===== src/hdl/mcwp_pkg.sv =====
package mcwp_pkg;

  // Field widths.
  localparam int WORD_W  = 32;
  localparam int SPEED_W = 14;
  localparam int FEED_W  = 20;
  localparam int BPP_W   = 8;
  // Holds a bitmap word count of up to 2^27 plus the two header steps.
  localparam int STEP_W  = 28;
  localparam int PROD_W  = 2 * SPEED_W;

  typedef logic signed [WORD_W-1:0] coord_t;

  // Command codes as they appear in the word stream.
  localparam coord_t CODE_TRAVEL  = 32'sd0;
  localparam coord_t CODE_LINE    = 32'sd1;
  localparam coord_t CODE_ZMOVE   = 32'sd2;
  localparam coord_t CODE_SETPOS  = 32'sd4;
  localparam coord_t CODE_SETTING = 32'sd7;
  localparam coord_t CODE_BITMAP  = 32'sd9;

  // Setting indexes.
  localparam coord_t SET_IDX_SPEED = 32'sd100;
  localparam coord_t SET_IDX_POWER = 32'sd101;

  // Mark speed percentage limits, in hundredths of a percent.
  localparam coord_t SPEED_PCT_MIN = 32'sd1;
  localparam coord_t SPEED_PCT_SAT = 32'sd9999;
  localparam logic [SPEED_W-1:0] SPEED_PCT_FULL = 14'd10000;

  // Division by 10000 as a multiplication by a rounded-up reciprocal.
  // Exact for every product below 2^28 since the rounding error is below 2^14.
  localparam int RECIP_W     = 29;
  localparam int RECIP_SHIFT = 42;
  localparam logic [RECIP_W-1:0] RECIP = 29'd439804652;

  localparam int FEED_SCALE = 60;
  localparam int BITS_PER_WORD_LOG2 = 5;

  // Reset values.
  localparam logic [SPEED_W-1:0] SPEED_RESET = 14'd100;
  localparam coord_t POWER_RESET = 32'sd10000;
  localparam coord_t CLAMP_MAX_RESET = 32'sh7FFF_FFFF;
  localparam logic [BPP_W-1:0] BPP_RESET = 8'd1;

  // Configuration register indexes.
  localparam int REG_IDX_W = 3;
  localparam logic [REG_IDX_W-1:0] REG_BASE_SPEED   = 3'd0;
  localparam logic [REG_IDX_W-1:0] REG_BITMAP_SPEED = 3'd1;
  localparam logic [REG_IDX_W-1:0] REG_OFFSET_X     = 3'd2;
  localparam logic [REG_IDX_W-1:0] REG_OFFSET_Y     = 3'd3;
  localparam logic [REG_IDX_W-1:0] REG_OFFSET_Z     = 3'd4;
  localparam logic [REG_IDX_W-1:0] REG_CLAMP_EN     = 3'd5;
  localparam logic [REG_IDX_W-1:0] REG_CLAMP_MAX_X  = 3'd6;
  localparam logic [REG_IDX_W-1:0] REG_CLAMP_MAX_Y  = 3'd7;

  typedef enum logic [2:0] {
    CMD_TRAVEL,
    CMD_LINE,
    CMD_ZMOVE,
    CMD_SETPOS,
    CMD_SETTING,
    CMD_BITMAP,
    CMD_SKIP
  } cmd_e;

  typedef enum logic [1:0] {
    SEL_NONE,
    SEL_SPEED,
    SEL_POWER
  } set_sel_e;

  typedef enum logic [1:0] {
    ACT_TRAVEL = 2'd0,
    ACT_LINE   = 2'd1,
    ACT_BITMAP = 2'd2
  } act_e;

  typedef enum logic {
    KIND_MOVE   = 1'b0,
    KIND_SETPOS = 1'b1
  } kind_e;

  // Request to the mark speed scaler.
  typedef struct packed {
    logic               load;
    logic [SPEED_W-1:0] percent;
    logic [SPEED_W-1:0] base;
  } speed_req_t;

  // Maps a code word to the command it starts; anything unknown is skipped.
  function automatic cmd_e decode_cmd(coord_t code);
    cmd_e cmd;
    case (code)
      CODE_TRAVEL:  cmd = CMD_TRAVEL;
      CODE_LINE:    cmd = CMD_LINE;
      CODE_ZMOVE:   cmd = CMD_ZMOVE;
      CODE_SETPOS:  cmd = CMD_SETPOS;
      CODE_SETTING: cmd = CMD_SETTING;
      CODE_BITMAP:  cmd = CMD_BITMAP;
      default:      cmd = CMD_SKIP;
    endcase
    return cmd;
  endfunction

endpackage


===== src/hdl/mcwp_clamp.sv =====
module mcwp_clamp import mcwp_pkg::*; #(
  parameter logic signed [31:0] X_LOW  = 0,
  parameter logic signed [31:0] Y_LOW  = 0,
  parameter logic signed [31:0] Z_LOW  = 0,
  parameter logic signed [31:0] Z_HIGH = 0
) (
  input  logic   enable_i,
  input  coord_t max_x_i,
  input  coord_t max_y_i,
  input  coord_t x_i,
  input  coord_t y_i,
  input  coord_t z_i,
  output coord_t x_o,
  output coord_t y_o,
  output coord_t z_o
);

  // Raise to the lower limit first, then lower to the upper limit,
  // so the upper limit wins when the two cross.
  function automatic coord_t limit(coord_t v, coord_t lo, coord_t hi);
    coord_t r;
    r = (v < lo) ? lo : v;
    r = (hi < r) ? hi : r;
    return r;
  endfunction

  always_comb begin
    if (enable_i) begin
      x_o = limit(x_i, X_LOW, max_x_i);
      y_o = limit(y_i, Y_LOW, max_y_i);
      z_o = limit(z_i, Z_LOW, Z_HIGH);
    end else begin
      x_o = x_i;
      y_o = y_i;
      z_o = z_i;
    end
  end

endmodule


===== src/hdl/mcwp_speed_scale.sv =====
module mcwp_speed_scale import mcwp_pkg::*; (
  input  logic               clk_i,
  input  logic               rst_ni,
  input  speed_req_t         req_i,
  output logic [SPEED_W-1:0] line_speed_o
);

  logic                      load_q;
  logic [PROD_W-1:0]         prod_q;
  logic [PROD_W+RECIP_W-1:0] scaled;
  logic [SPEED_W-1:0]        line_speed_q;

  // First stage: percentage times the base speed.
  always_ff @(posedge clk_i or negedge rst_ni) begin
    if (!rst_ni) begin
      load_q <= 1'b0;
    end else begin
      load_q <= req_i.load;
    end
  end

  always_ff @(posedge clk_i) begin
    if (req_i.load) begin
      prod_q <= PROD_W'(req_i.percent) * PROD_W'(req_i.base);
    end
  end

  // Second stage: divide by 10000 through the reciprocal.
  assign scaled = (PROD_W + RECIP_W)'(prod_q) * (PROD_W + RECIP_W)'(RECIP);

  always_ff @(posedge clk_i or negedge rst_ni) begin
    if (!rst_ni) begin
      line_speed_q <= SPEED_RESET;
    end else if (load_q) begin
      line_speed_q <= scaled[RECIP_SHIFT +: SPEED_W];
    end
  end

  assign line_speed_o = line_speed_q;

endmodule


===== src/hdl/mcwp_bitmap_store.sv =====
module mcwp_bitmap_store import mcwp_pkg::*; #(
  parameter int DEPTH = 256
) (
  input  logic   clk_i,
  input  logic   rst_ni,
  input  logic   start_i,
  input  logic   we_i,
  input  coord_t data_i
);

  localparam int AW = $clog2(DEPTH);

  logic [AW-1:0] addr_q;
  coord_t        mem_q [DEPTH];

  // Write pointer restarts with each bitmap load and wraps at the depth.
  always_ff @(posedge clk_i or negedge rst_ni) begin
    if (!rst_ni) begin
      addr_q <= '0;
    end else if (start_i) begin
      addr_q <= '0;
    end else if (we_i) begin
      addr_q <= (addr_q == AW'(DEPTH - 1)) ? '0 : addr_q + AW'(1);
    end
  end

  always_ff @(posedge clk_i) begin
    if (we_i) begin
      mem_q[addr_q] <= data_i;
    end
  end

endmodule


===== src/hdl/motion_command_word_parser_unit.sv =====
// Command word parser for a laser motion controller. It takes one 32-bit word
// per cycle on the word channel while the result register is free or being
// read, a code followed by its arguments, and returns a move or set-position
// request after the last argument of a travel, laser line, z move or
// set-position command. Every word goes through an input register and the
// request is then registered in the output register; a full output register
// that is being read does not stop the next word. A new mark speed settles
// through its multiply pipeline before a following line command can use it.
// The configuration port is ready only while the input register is empty.
// Coordinates are relative to the configured origin and wrap at 32 bits.
module motion_command_word_parser_unit import mcwp_pkg::*; #(
  parameter int                 BITMAP_WORDS = 256,
  parameter logic signed [31:0] X_LOW        = 0,
  parameter logic signed [31:0] Y_LOW        = 0,
  parameter logic signed [31:0] Z_LOW        = 0,
  parameter logic signed [31:0] Z_HIGH       = 0
) (
  input  logic                 clk_i,
  input  logic                 rst_ni,
  // Command word channel.
  input  logic                 in_valid_i,
  output logic                 in_ready_o,
  input  logic signed [31:0]   word_i,
  // Request channel.
  output logic                 out_valid_o,
  input  logic                 out_ready_i,
  output logic                 kind_o,
  output logic [1:0]           action_type_o,
  output logic signed [31:0]   target_x_o,
  output logic signed [31:0]   target_y_o,
  output logic signed [31:0]   target_z_o,
  output logic [19:0]          path_rate_o,
  output logic signed [31:0]   laser_power_o,
  // Configuration write channel.
  input  logic                 cfg_valid_i,
  output logic                 cfg_ready_o,
  input  logic [REG_IDX_W-1:0] cfg_index_i,
  input  logic [31:0]          cfg_data_i
);

  // Configuration registers.
  logic [SPEED_W-1:0] base_speed_q, bitmap_speed_q;
  coord_t             off_x_q, off_y_q, off_z_q;
  logic               clamp_en_q;
  coord_t             clamp_max_x_q, clamp_max_y_q;

  // Input register.
  logic   inq_valid_q;
  coord_t word_q;
  logic   proc_fire;

  // Parser state.
  logic [STEP_W-1:0] step_q, step_d;
  cmd_e              cmd_q, cmd_d;
  coord_t            arg_x_q, arg_x_d, arg_y_q, arg_y_d;
  set_sel_e          set_sel_q, set_sel_d;
  coord_t            power_q, power_d;
  coord_t            plan_x_q, plan_x_d, plan_y_q, plan_y_d, plan_z_q, plan_z_d;
  logic [BPP_W-1:0]  bpp_q, bpp_d;
  logic [STEP_W-1:0] bm_words_q, bm_words_d;
  logic              bm_pending_q, bm_pending_d;

  // Result register.
  logic              out_valid_q;
  kind_e             kind_q;
  act_e              act_q;
  coord_t            tx_q, ty_q, tz_q;
  logic [FEED_W-1:0] feed_q;
  coord_t            pwr_q;

  // Datapath.
  coord_t             raw_x, raw_y_move, raw_y_set, raw_z;
  coord_t             mv_x, mv_y, mv_z, cl_x, cl_y, cl_z;
  logic [SPEED_W-1:0] line_speed, sel_speed;
  logic [FEED_W-1:0]  move_feed;
  logic [WORD_W-1:0]  bm_prod;
  logic [STEP_W-1:0]  bm_ceil;
  logic [SPEED_W-1:0] sat_pct;
  speed_req_t         speed_req, speed_req_fire;
  logic               bm_we, bm_start;

  logic              emit;
  kind_e             emit_kind;
  act_e              emit_act;
  coord_t            emit_x, emit_y, emit_z, emit_power;
  logic [FEED_W-1:0] emit_feed;

  // Configuration writes.
  assign cfg_ready_o = !inq_valid_q;

  always_ff @(posedge clk_i or negedge rst_ni) begin
    if (!rst_ni) begin
      base_speed_q   <= SPEED_RESET;
      bitmap_speed_q <= SPEED_RESET;
      off_x_q        <= '0;
      off_y_q        <= '0;
      off_z_q        <= '0;
      clamp_en_q     <= 1'b0;
      clamp_max_x_q  <= CLAMP_MAX_RESET;
      clamp_max_y_q  <= CLAMP_MAX_RESET;
    end else if (cfg_valid_i && cfg_ready_o) begin
      case (cfg_index_i)
        REG_BASE_SPEED:   base_speed_q   <= cfg_data_i[SPEED_W-1:0];
        REG_BITMAP_SPEED: bitmap_speed_q <= cfg_data_i[SPEED_W-1:0];
        REG_OFFSET_X:     off_x_q        <= cfg_data_i;
        REG_OFFSET_Y:     off_y_q        <= cfg_data_i;
        REG_OFFSET_Z:     off_z_q        <= cfg_data_i;
        REG_CLAMP_EN:     clamp_en_q     <= cfg_data_i[0];
        REG_CLAMP_MAX_X:  clamp_max_x_q  <= cfg_data_i;
        REG_CLAMP_MAX_Y:  clamp_max_y_q  <= cfg_data_i;
        default: ;
      endcase
    end
  end

  // The parser moves on whenever the result register is free or being read.
  assign proc_fire  = inq_valid_q && (!out_valid_q || out_ready_i);
  assign in_ready_o = !inq_valid_q || proc_fire;

  // Input register.
  always_ff @(posedge clk_i or negedge rst_ni) begin
    if (!rst_ni) begin
      inq_valid_q <= 1'b0;
    end else if (in_valid_i && in_ready_o) begin
      inq_valid_q <= 1'b1;
    end else if (proc_fire) begin
      inq_valid_q <= 1'b0;
    end
  end

  always_ff @(posedge clk_i) begin
    if (in_valid_i && in_ready_o) begin
      word_q <= word_i;
    end
  end

  // Relative to absolute coordinates.
  assign raw_x      = arg_x_q - off_x_q;
  assign raw_y_move = word_q - off_y_q;
  assign raw_y_set  = arg_y_q - off_y_q;
  assign raw_z      = word_q - off_z_q;

  // A z move keeps the planned x and y; a travel or line keeps the planned z.
  always_comb begin
    if (cmd_q == CMD_ZMOVE) begin
      mv_x = plan_x_q;
      mv_y = plan_y_q;
      mv_z = raw_z;
    end else begin
      mv_x = raw_x;
      mv_y = raw_y_move;
      mv_z = plan_z_q;
    end
  end

  mcwp_clamp #(
    .X_LOW  (X_LOW),
    .Y_LOW  (Y_LOW),
    .Z_LOW  (Z_LOW),
    .Z_HIGH (Z_HIGH)
  ) u_clamp (
    .enable_i (clamp_en_q),
    .max_x_i  (clamp_max_x_q),
    .max_y_i  (clamp_max_y_q),
    .x_i      (mv_x),
    .y_i      (mv_y),
    .z_i      (mv_z),
    .x_o      (cl_x),
    .y_o      (cl_y),
    .z_o      (cl_z)
  );

  // Feed rate in mm per minute.
  assign move_feed = FEED_W'(sel_speed) * FEED_W'(FEED_SCALE);

  // Bitmap size in words, rounded up.
  assign bm_prod = WORD_W'(bpp_q) * word_q;
  assign bm_ceil = STEP_W'(bm_prod[WORD_W-1:BITS_PER_WORD_LOG2])
                 + STEP_W'(|bm_prod[BITS_PER_WORD_LOG2-1:0]);

  // Mark speed percentage saturated to its legal range.
  always_comb begin
    if (word_q < SPEED_PCT_MIN) begin
      sat_pct = SPEED_W'(1);
    end else if (word_q > SPEED_PCT_SAT) begin
      sat_pct = SPEED_PCT_FULL;
    end else begin
      sat_pct = word_q[SPEED_W-1:0];
    end
  end

  // Parser step for the word in the input register.
  always_comb begin
    step_d       = step_q;
    cmd_d        = cmd_q;
    arg_x_d      = arg_x_q;
    arg_y_d      = arg_y_q;
    set_sel_d    = set_sel_q;
    power_d      = power_q;
    plan_x_d     = plan_x_q;
    plan_y_d     = plan_y_q;
    plan_z_d     = plan_z_q;
    bpp_d        = bpp_q;
    bm_words_d   = bm_words_q;
    bm_pending_d = bm_pending_q;
    sel_speed    = base_speed_q;
    emit         = 1'b0;
    emit_kind    = KIND_MOVE;
    emit_act     = ACT_TRAVEL;
    emit_x       = cl_x;
    emit_y       = cl_y;
    emit_z       = cl_z;
    emit_feed    = move_feed;
    emit_power   = power_q;
    speed_req    = '{load: 1'b0, percent: sat_pct, base: base_speed_q};
    bm_we        = 1'b0;
    bm_start     = 1'b0;

    if (step_q == '0) begin
      cmd_d  = decode_cmd(word_q);
      step_d = STEP_W'(1);
    end else begin
      case (cmd_q)
        CMD_TRAVEL, CMD_LINE: begin
          if (step_q == STEP_W'(1)) begin
            arg_x_d = word_q;
            step_d  = STEP_W'(2);
          end else begin
            emit     = 1'b1;
            step_d   = '0;
            plan_x_d = cl_x;
            plan_y_d = cl_y;
            plan_z_d = cl_z;
            if (cmd_q == CMD_LINE) begin
              if (bm_pending_q) begin
                emit_act     = ACT_BITMAP;
                bm_pending_d = 1'b0;
                sel_speed    = bitmap_speed_q;
              end else begin
                emit_act  = ACT_LINE;
                sel_speed = line_speed;
              end
            end
          end
        end
        CMD_ZMOVE: begin
          emit     = 1'b1;
          step_d   = '0;
          plan_x_d = cl_x;
          plan_y_d = cl_y;
          plan_z_d = cl_z;
        end
        CMD_SETPOS: begin
          if (step_q == STEP_W'(1)) begin
            arg_x_d = word_q;
            step_d  = STEP_W'(2);
          end else if (step_q == STEP_W'(2)) begin
            arg_y_d = word_q;
            step_d  = STEP_W'(3);
          end else begin
            emit       = 1'b1;
            step_d     = '0;
            emit_kind  = KIND_SETPOS;
            emit_x     = raw_x;
            emit_y     = raw_y_set;
            emit_z     = raw_z;
            emit_feed  = '0;
            emit_power = '0;
            plan_x_d   = raw_x;
            plan_y_d   = raw_y_set;
            plan_z_d   = raw_z;
          end
        end
        CMD_SETTING: begin
          if (step_q == STEP_W'(1)) begin
            if (word_q == SET_IDX_SPEED) begin
              set_sel_d = SEL_SPEED;
            end else if (word_q == SET_IDX_POWER) begin
              set_sel_d = SEL_POWER;
            end else begin
              set_sel_d = SEL_NONE;
            end
            step_d = STEP_W'(2);
          end else begin
            step_d = '0;
            if (set_sel_q == SEL_SPEED) begin
              speed_req.load = 1'b1;
            end else if (set_sel_q == SEL_POWER) begin
              power_d = word_q;
            end
          end
        end
        CMD_BITMAP: begin
          if (step_q == STEP_W'(1)) begin
            bpp_d  = word_q[BPP_W-1:0];
            step_d = STEP_W'(2);
          end else if (step_q == STEP_W'(2)) begin
            bm_words_d   = bm_ceil;
            bm_pending_d = 1'b1;
            bm_start     = 1'b1;
            // An empty bitmap ends the load at once.
            step_d       = (bm_ceil == '0) ? '0 : STEP_W'(3);
          end else begin
            bm_we  = 1'b1;
            step_d = ((step_q - STEP_W'(2)) == bm_words_q) ? '0 : step_q + STEP_W'(1);
          end
        end
        default: begin
          // Code 5 and unknown codes drop one argument word.
          step_d = '0;
        end
      endcase
    end
  end

  // Parser state registers.
  always_ff @(posedge clk_i or negedge rst_ni) begin
    if (!rst_ni) begin
      step_q       <= '0;
      cmd_q        <= CMD_TRAVEL;
      arg_x_q      <= '0;
      arg_y_q      <= '0;
      set_sel_q    <= SEL_NONE;
      power_q      <= POWER_RESET;
      plan_x_q     <= '0;
      plan_y_q     <= '0;
      plan_z_q     <= '0;
      bpp_q        <= BPP_RESET;
      bm_words_q   <= '0;
      bm_pending_q <= 1'b0;
    end else if (proc_fire) begin
      step_q       <= step_d;
      cmd_q        <= cmd_d;
      arg_x_q      <= arg_x_d;
      arg_y_q      <= arg_y_d;
      set_sel_q    <= set_sel_d;
      power_q      <= power_d;
      plan_x_q     <= plan_x_d;
      plan_y_q     <= plan_y_d;
      plan_z_q     <= plan_z_d;
      bpp_q        <= bpp_d;
      bm_words_q   <= bm_words_d;
      bm_pending_q <= bm_pending_d;
    end
  end

  // Only a word that is actually consumed may load a new mark speed.
  always_comb begin
    speed_req_fire      = speed_req;
    speed_req_fire.load = speed_req.load && proc_fire;
  end

  mcwp_speed_scale u_speed_scale (
    .clk_i        (clk_i),
    .rst_ni       (rst_ni),
    .req_i        (speed_req_fire),
    .line_speed_o (line_speed)
  );

  mcwp_bitmap_store #(
    .DEPTH (BITMAP_WORDS)
  ) u_bitmap_store (
    .clk_i   (clk_i),
    .rst_ni  (rst_ni),
    .start_i (bm_start && proc_fire),
    .we_i    (bm_we && proc_fire),
    .data_i  (word_q)
  );

  // Result register.
  always_ff @(posedge clk_i or negedge rst_ni) begin
    if (!rst_ni) begin
      out_valid_q <= 1'b0;
    end else if (proc_fire && emit) begin
      out_valid_q <= 1'b1;
    end else if (out_ready_i) begin
      out_valid_q <= 1'b0;
    end
  end

  always_ff @(posedge clk_i) begin
    if (proc_fire && emit) begin
      kind_q <= emit_kind;
      act_q  <= emit_act;
      tx_q   <= emit_x;
      ty_q   <= emit_y;
      tz_q   <= emit_z;
      feed_q <= emit_feed;
      pwr_q  <= emit_power;
    end
  end

  assign out_valid_o   = out_valid_q;
  assign kind_o        = kind_q;
  assign action_type_o = act_q;
  assign target_x_o    = tx_q;
  assign target_y_o    = ty_q;
  assign target_z_o    = tz_q;
  assign path_rate_o   = feed_q;
  assign laser_power_o = pwr_q;

  // A set-position request carries no feed, power or action.
  a_setpos_fields : assert property (@(posedge clk_i) disable iff (!rst_ni)
    (out_valid_o && (kind_o == KIND_SETPOS)) |->
      ((path_rate_o == '0) && (laser_power_o == '0) && (action_type_o == ACT_TRAVEL)))
    else $error("set-position item with nonzero feed, power or action");

  // A bitmap line consumes the pending bitmap.
  a_bitmap_clear : assert property (@(posedge clk_i) disable iff (!rst_ni)
    (proc_fire && emit && (emit_act == ACT_BITMAP)) |=> !bm_pending_q)
    else $error("bitmap still pending after a bitmap line");

  // Two-argument line commands never run past their second argument.
  a_line_steps : assert property (@(posedge clk_i) disable iff (!rst_ni)
    ((cmd_q == CMD_TRAVEL) || (cmd_q == CMD_LINE)) |-> (step_q <= STEP_W'(2)))
    else $error("line command step counter out of range");

  // A skipped code drops exactly one word.
  a_skip_steps : assert property (@(posedge clk_i) disable iff (!rst_ni)
    (cmd_q == CMD_SKIP) |-> (step_q <= STEP_W'(1)))
    else $error("skip command held more than one word");

endmodule

===== config.mk =====
export PLATFORM = sky130hd
export DESIGN_NAME = motion_command_word_parser_unit
export DESIGN_NICKNAME = d
export VERILOG_FILES = /design/src/hdl/mcwp_pkg.sv /design/src/hdl/mcwp_clamp.sv /design/src/hdl/mcwp_speed_scale.sv /design/src/hdl/mcwp_bitmap_store.sv /design/src/hdl/motion_command_word_parser_unit.sv
export SDC_FILE = /design/constraint.sdc
export NUM_CORES = 2
export LEC_CHECK = 0
export ABC_CLOCK_PERIOD_IN_PS = 8700
export CORE_AREA = 2 2 321 323
export CTS_BUF_LIST = sky130_fd_sc_hd__clkbuf_4
export DETAILED_ROUTE_END_ITERATION = 10
export DIE_AREA = 0 0 323 325
export DONT_BUFFER_PORTS = 1
export MAX_ROUTING_LAYER = met4
export PLACE_DENSITY_LB_ADDON = 0.15
export SLEW_MARGIN = 30
export SYNTH_ARGS = -nofsm -noshare
export SYNTH_HDL_FRONTEND = slang
export SYNTH_SLANG_ARGS = --single-unit

===== constraint.sdc =====
create_clock -name clk_i -period 8.7 [get_ports clk_i]
set_input_delay 1.305 -clock clk_i [delete_from_list [all_inputs] [get_ports clk_i]]
set_output_delay 1.305 -clock clk_i [all_outputs]
set_load 0.01 [all_outputs]

After elaboration in Yosys (flattened, before gate mapping)
Index checks and enable logic that the tools add are counted.
{ "word_totals": {"ram_bits": 0, "ff_bits": 679, "word_cells": 213, "rom_bits": 0, "latch_bits": 0, "memories": 0, "out_inout_bits": 154} }
{ "classes": {"muxes": 82, "addsub": 7, "shift": 0, "reduce_logical": 42, "eq_ne": 30, "magnitude_cmp": 8, "bitwise_logic": 6, "div": 0, "n_mul": 4} }
{ "ops": {"columns": ["operator", "n"], "rows": [
  ["32-bit 2-to-1 mux", 37],
  ["32-bit case mux with 3 select lines", 3],
  ["32-bit subtractor", 4],
  ["28-bit 2-to-1 mux", 4],
  ["14-bit 2-to-1 mux", 7],
  ["32-bit by 1-bit < comparator with 1-bit output, second input constant", 3],
  ["28-bit case mux with 3 select lines", 1],
  ["20-bit 2-to-1 mux", 4],
  ["32-bit by 3-bit equality test with 1-bit output, second input constant", 2],
  ["32-bit by 8-bit equality test with 1-bit output, second input constant", 2],
  ["32-bit < comparator", 2],
  ["28-bit zero test", 2],
  ["28-bit by 27-bit multiplier with 54-bit output, second input constant", 1],
  ["32-bit by 1-bit equality test with 1-bit output, second input constant", 1],
  ["32-bit by 2-bit equality test with 1-bit output, second input constant", 1],
  ["32-bit by 4-bit equality test with 1-bit output, second input constant", 1],
  ["32-bit by 15-bit greater-than comparator with 1-bit output, second input constant", 1],
  ["32-bit zero test", 1],
  ["1-bit by 32-bit < comparator with 1-bit output, first input constant", 1],
  ["32-bit by 2-bit < comparator with 1-bit output, second input constant", 1],
  ["8-bit by 32-bit multiplier with 32-bit output", 1],
  ["27-bit by 1-bit adder with 28-bit output", 1],
  ["28-bit by 1-bit adder with 28-bit output, second input constant", 1],
  ["28-bit by 1-bit equality test with 1-bit output, second input constant", 1],
  ["32 further kinds", 96]
]} }

Depth between registers and ports, before layout
{ "logic_depth": {"ltp_word": 11, "depth_mapped": 40, "mapped_depth_nobuf": 38} }

Cells and area by module
A second synthesis with hierarchy kept.
{ "unflattened": {"cells_unflattened": 6889, "area_unflattened_um2": 66393.7} }
{ "modules_own_cells": {"columns": ["mod", "cells_each", "area_per_inst_um2", "n_inst"], "rows": [
  ["motion_command_word_parser_unit", 4367, 42448.2, 1],
  ["mcwp_speed_scale", 2180, 21299.2, 1],
  ["mcwp_clamp", 342, 2646.3, 1]
]} }

Worst setup path after synthesis
Ideal clock, no wire load.
{ "synth_timing": {"kind": "input port to flip-flop", "from": "input port out_ready_i", "to": "register act_q[0], in the netlist action_type_o[0] (enable)", "path_slack_ns": 0.854, "path_stages": 10, "setup_ns": 0.572, "n_path_buf": 5, "arrival_time_ns": 7.274, "cell_sequence": "nand2b_1 -> and2_1 -> clkbuf_1 -> nand2_1 -> or3_1 -> clkbuf_1 -> inv_1 -> clkbuf_1 -> clkbuf_1 -> clkbuf_1"} }
{ "synth_via": {"elab_chain_len": 3} }
{ "synth_rtl": {"columns": ["item", "line_no", "text"], "rows": [
  ["start: declaration", "motion_command_word_parser_unit.sv:26", "input logic out_ready_i,"],
  ["1-bit logical OR", "motion_command_word_parser_unit.sv:117", "assign proc_fire = inq_valid_q && (!out_valid_q || out_ready_i);"],
  ["1-bit logical AND", "motion_command_word_parser_unit.sv:117", null],
  ["1-bit logical AND", "motion_command_word_parser_unit.sv:382", "if (proc_fire && emit) begin"],
  ["end signal: assignment", "motion_command_word_parser_unit.sv:384", "act_q <= emit_act;"],
  ["end: declaration", "motion_command_word_parser_unit.sv:66", "act_e act_q;"]
]} }
No other way between the ends.
A chain may end at the register's enable or synchronous reset.

Worst setup path after layout
{ "layout_timing": {"from": "register word_q[27]", "to": "register u_speed_scale.prod_q[27], data pin"} }
{ "layout_via": {"elab_chain_len": 4} }
{ "layout_rtl": {"columns": ["item", "line_no", "text"], "rows": [
  ["start: declaration", "motion_command_word_parser_unit.sv:49", "coord_t word_q;"],
  ["start signal: assignment", "motion_command_word_parser_unit.sv:133", "word_q <= word_i;"],
  ["32-bit by 15-bit greater-than comparator with 1-bit output", "motion_command_word_parser_unit.sv:185", "end else if (word_q > SPEED_PCT_SAT) begin"],
  ["14-bit 2-to-1 mux", "motion_command_word_parser_unit.sv:185", null],
  ["14-bit 2-to-1 mux *", "motion_command_word_parser_unit.sv:183", "if (word_q < SPEED_PCT_MIN) begin"],
  ["14-bit by 14-bit multiplier with 28-bit output *", "mcwp_speed_scale.sv:24", "prod_q <= PROD_W'(req_i.percent) * PROD_W'(req_i.base);"],
  ["end signal: assignment", "mcwp_speed_scale.sv:24", null],
  ["end: declaration", "mcwp_speed_scale.sv:9", "logic [PROD_W-1:0] prod_q;"]
]} }
Mark *: on every way between the ends. The rest lies on a longest branch, timed or not.

==> summary.md <==
| Metric | Value |
|---|---|
| Area fraction in compound gates after synthesis | 11.92% |
| Maximum vdd drop | 209.4 uV |
| Global-route wire length before repair | 296.2 mm |
| Count of warnings emitted by yosys | 0 |
| GRT Residual Overflow | 0 |
| Cell area power density | 205.3 mW/mm^2 |
| Final wirelength | 191.9 mm |
| Drt first pass iters | 6 |
| Pins over their slew limit | 0 |
| Multiplexer area fraction after synthesis | 5.465% |
| Maximum capacitance violations | 0 |
| Combinational family with the most area after synthesis | adder cells |
| Maximum achievable frequency | 123.0 MHz |
| Initial core utilization | 64.69% |
| Antenna violations before repair | 24 |
| Port Buffers | 0 |
| Routed vias | 50210 |
| Unrepaired setup endpoints after global routing | false |
| Worst setup path class | reg2reg |
| Total global-route track usage | 38.15% |
| Register-to-Register Path Depth | 32 |
| Core area | 0.1013 sq mm |
| Routed wire per std cell | 23.32 um |
| Clock Pin Slew Worst Setup and Hold Paths | 70 ps |
| Crit path launch type | flip-flop |
| Count of instances resized after the clock tree is built | 0 |
| Stage delay of the slowest cell on the critical path | 500 ps |
| Vias per cell | 6.102 |
| Latest clock arrival within the worst-skew pair | 1130 ps |
| Yosys reg bits | 677 |
| Routability cong. | 1.023 |
| Per-instance average area after synthesis | 9.844 sq um |
| Root buffer selected by CTS | clkbuf_4 |
| Slew HR | 33.99% |
| Share of the core filled with cells | 68.85% |
| Post-DP Area | 0.06709 sq mm |
| Full die area | 0.1050 sq mm |
| Initial DRC Count | 4520 |
| Critical Path Sink Type | flip-flop |
| Number of global-route vias before repair | 50760 |
| CTS sink count | 677 |
| Mapped Area | 0.06553 sq mm |
| Worst hold margin | 73.53 ps |
| Fraction of layout instances using a drive strength above 1 | 12.23% |
| Basic-gate share of the synthesized area counting and, or, nand and nor cells | 12.44% |
| Area of all placed cells without fillers | 0.06974 sq mm |
| Final Critical Period | 8129 ps |
| Fraction of synthesized cell area taken by the top area cell type | 20.32% |
| Period utilization | 93.43% |
| Slowest library cell on the worst path | a2111oi_0 |
| Top area cells in the synthesized netlist | fa_1 20%, dfrtp_1 15%, ha_1 12%, edfxtp_1 9.6%, inv_1 5.5% |
| Total clock buffers created by CTS | 181 |
| Largest area contributor in the synthesized netlist | fa_1 |
| Xor/xnor share of the synthesized area | 3.328% |
| Data required time of the critical path | 9550 ps |
| Total design power | 0.01432 W |
| Adder-Cell Fraction of Synth Area | 32.00% |
| Slew at the pin closest to its max-slew limit | 987.7 ps |
| Top cell by count, worst path | fa_1 |
| Share of the yosys chip area belonging to registers | 27.60% |
| Dominant synthesized flop cell | dfrtp_1 |
| Maximum root-to-sink buffer count | 3 |
| Post-DRT Antenna Nets | 0 |
| H-tree depth | 4 |
| Gate count after technology mapping | 6657 |
| Worst reg2reg path startpoint | word_q[27] |
| Chip width | 323 um |
| Async set-or-reset flop fraction in the synthesized netlist | 69.13% |
| Area Overhead vs Synth | 6.433% |
| Setup slack of the worst register-to-register path | 570 ps |
| Io pins | 226 |
| Worst clock skew | 117.5 ps |
| Critical path fanouts, max | 16 |
| Type of the tightest min-delay check | in2async |
| Final number of setup-violating endpoints | 0 |
| Maximum number of pins on one net before global-route repair | 234 |
| TritonCTS clock tree | yes |
| Total number of nets in the final design | 8018 |
| Setup Total Neg Slack | 0 ps |
| Leak | 33.25 nW |
| Post-detail-place hpwl | 142.0 mm |
| Outcome | complete, no violations |
| Unique masters post-synth | 99 |
| Post-detailed-route DRC marker count | 0 |
| Row count | 117 |
| Endpoints failing hold | 0 |
| Post-synth EDFFs | 209 |
| Die Ht | 325 um |
| Endpoint of the most critical register-to-register path | u_speed_scale.prod_q[27] |
| Worst EP arrival | 8980 ps |
| Filler cells | 8056 |
==> cell families after synthesis <==
group / count (synthesis)
flops: 677
simple gates: 1650
other cells: 1
buf+inv: 1253
fa+ha+maj: 1277
mux: 323
xor+xnor: 249
compound gates: 1227
==> cell usage after synthesis (45+ instances only) <==
cell      instances
inv_1           958
fa_1            665
ha_1            612
nand2_1         589
dfrtp_1         391
o21ai_0         324
a21oi_1         313
mux2_2          277
clkbuf_1        266
and2_1          259
nor2_1          243
edfxtp_1        209
xnor2_1         166
nand3_1         108
and3_1          102
a21o_1           92
a22oi_1          90
xor2_1           83
nor3_1           78
dfstp_2          77
nand2b_1         66
o21a_1           53
a31oi_1          47
mux2i_1          45
==> report_power, final <==
group          internal [W]  switching (W)  leakage (nW)
clock network       0.00142        0.00151          1.42
registers           0.00399       0.000398          7.74
logic               0.00288        0.00411          24.1
==> placed cells by master (no fill, tap or decap), drive strengths merged, types with 256 or more instances in the layout <==
master / netlist / routed
o21ai: 330 / 330
a21oi: 315 / 315
ha: 612 / 612
clkbuf: 266 / 256
mux2: 278 / 278
inv: 958 / 968
nand2: 589 / 589
fa: 665 / 665
and2: 261 / 261
dfrtp: 391 / 391
==> final cells by class <==
class / instances / area [sq um] / area share, %
multi-input cells: 4728 / 42800 / 61.37
flip-flops and latches: 677 / 18090 / 25.93
diodes: 31 / 77.57 / 0.1112
clock inverters: 87 / 466.7 / 0.6692
inverters: 959 / 3607 / 5.172
clock buffers: 256 / 1922 / 2.756
well taps: 1368 / 1712 / 2.454
repair buffers: 122 / 1069 / 1.532
==> how the worst max path moves through the flow <==
stage | cells past startpoint | end | start
3_3_place_gp | 31 | u_speed_scale.prod_q[27] | word_q[14]
4_1_cts | 24 | u_speed_scale.line_speed_o[13] | u_speed_scale.prod_q[14]
6_report | 32 | u_speed_scale.prod_q[27] | word_q[27]
2_1_floorplan | 10 | action_type_o[0] | out_ready_i
3_5_place_dp | 24 | u_speed_scale.line_speed_o[13] | u_speed_scale.prod_q[14]
5_1_grt | 32 | u_speed_scale.prod_q[27] | word_q[27]
==> critical path: cells and delay by family, from the launching register on <==
family          cells  cell delay (ps)
fa+ha+maj           7             2620
compound gates      8             2140
xor+xnor            1               80
buf+inv             5              660
flops               1              410
simple gates       11             1970
==> through the flow <==
step | setup WS [ps] | cells
after floorplan | 854.1 | 6658
after global placement | 795.9 | 7842
after detailed placement | 638.3 | 7844
after CTS | 574.6 | 8190
after global routing | 30.71 | 8224
final | 571.4 | 8228
==> what timing repair did <==
| action | 4_1_cts | 5_1_grt |
|---|---|---|
| hold endpoints to repair | 233 | 0 |
| hold buffers | 3 | 0 |
| setup endpoints to repair | 0 | 2 |
| buffers inserted | 0 | 4 |
==> metal layers <==
metal / GRT usage [%] / share of wire [%] / wire length, um / vias up
met5: - / 0 / 0 / -
met1: 47.03 / 39 / 75320 / 24940
li1: - / - / - / 22600
met2: 59.35 / 47 / 89480 / 2140
met4: 20.91 / 6.4 / 12260 / 0
met3: 7.328 / 7.7 / 14810 / 536
Power figures use the tool's default switching activity.
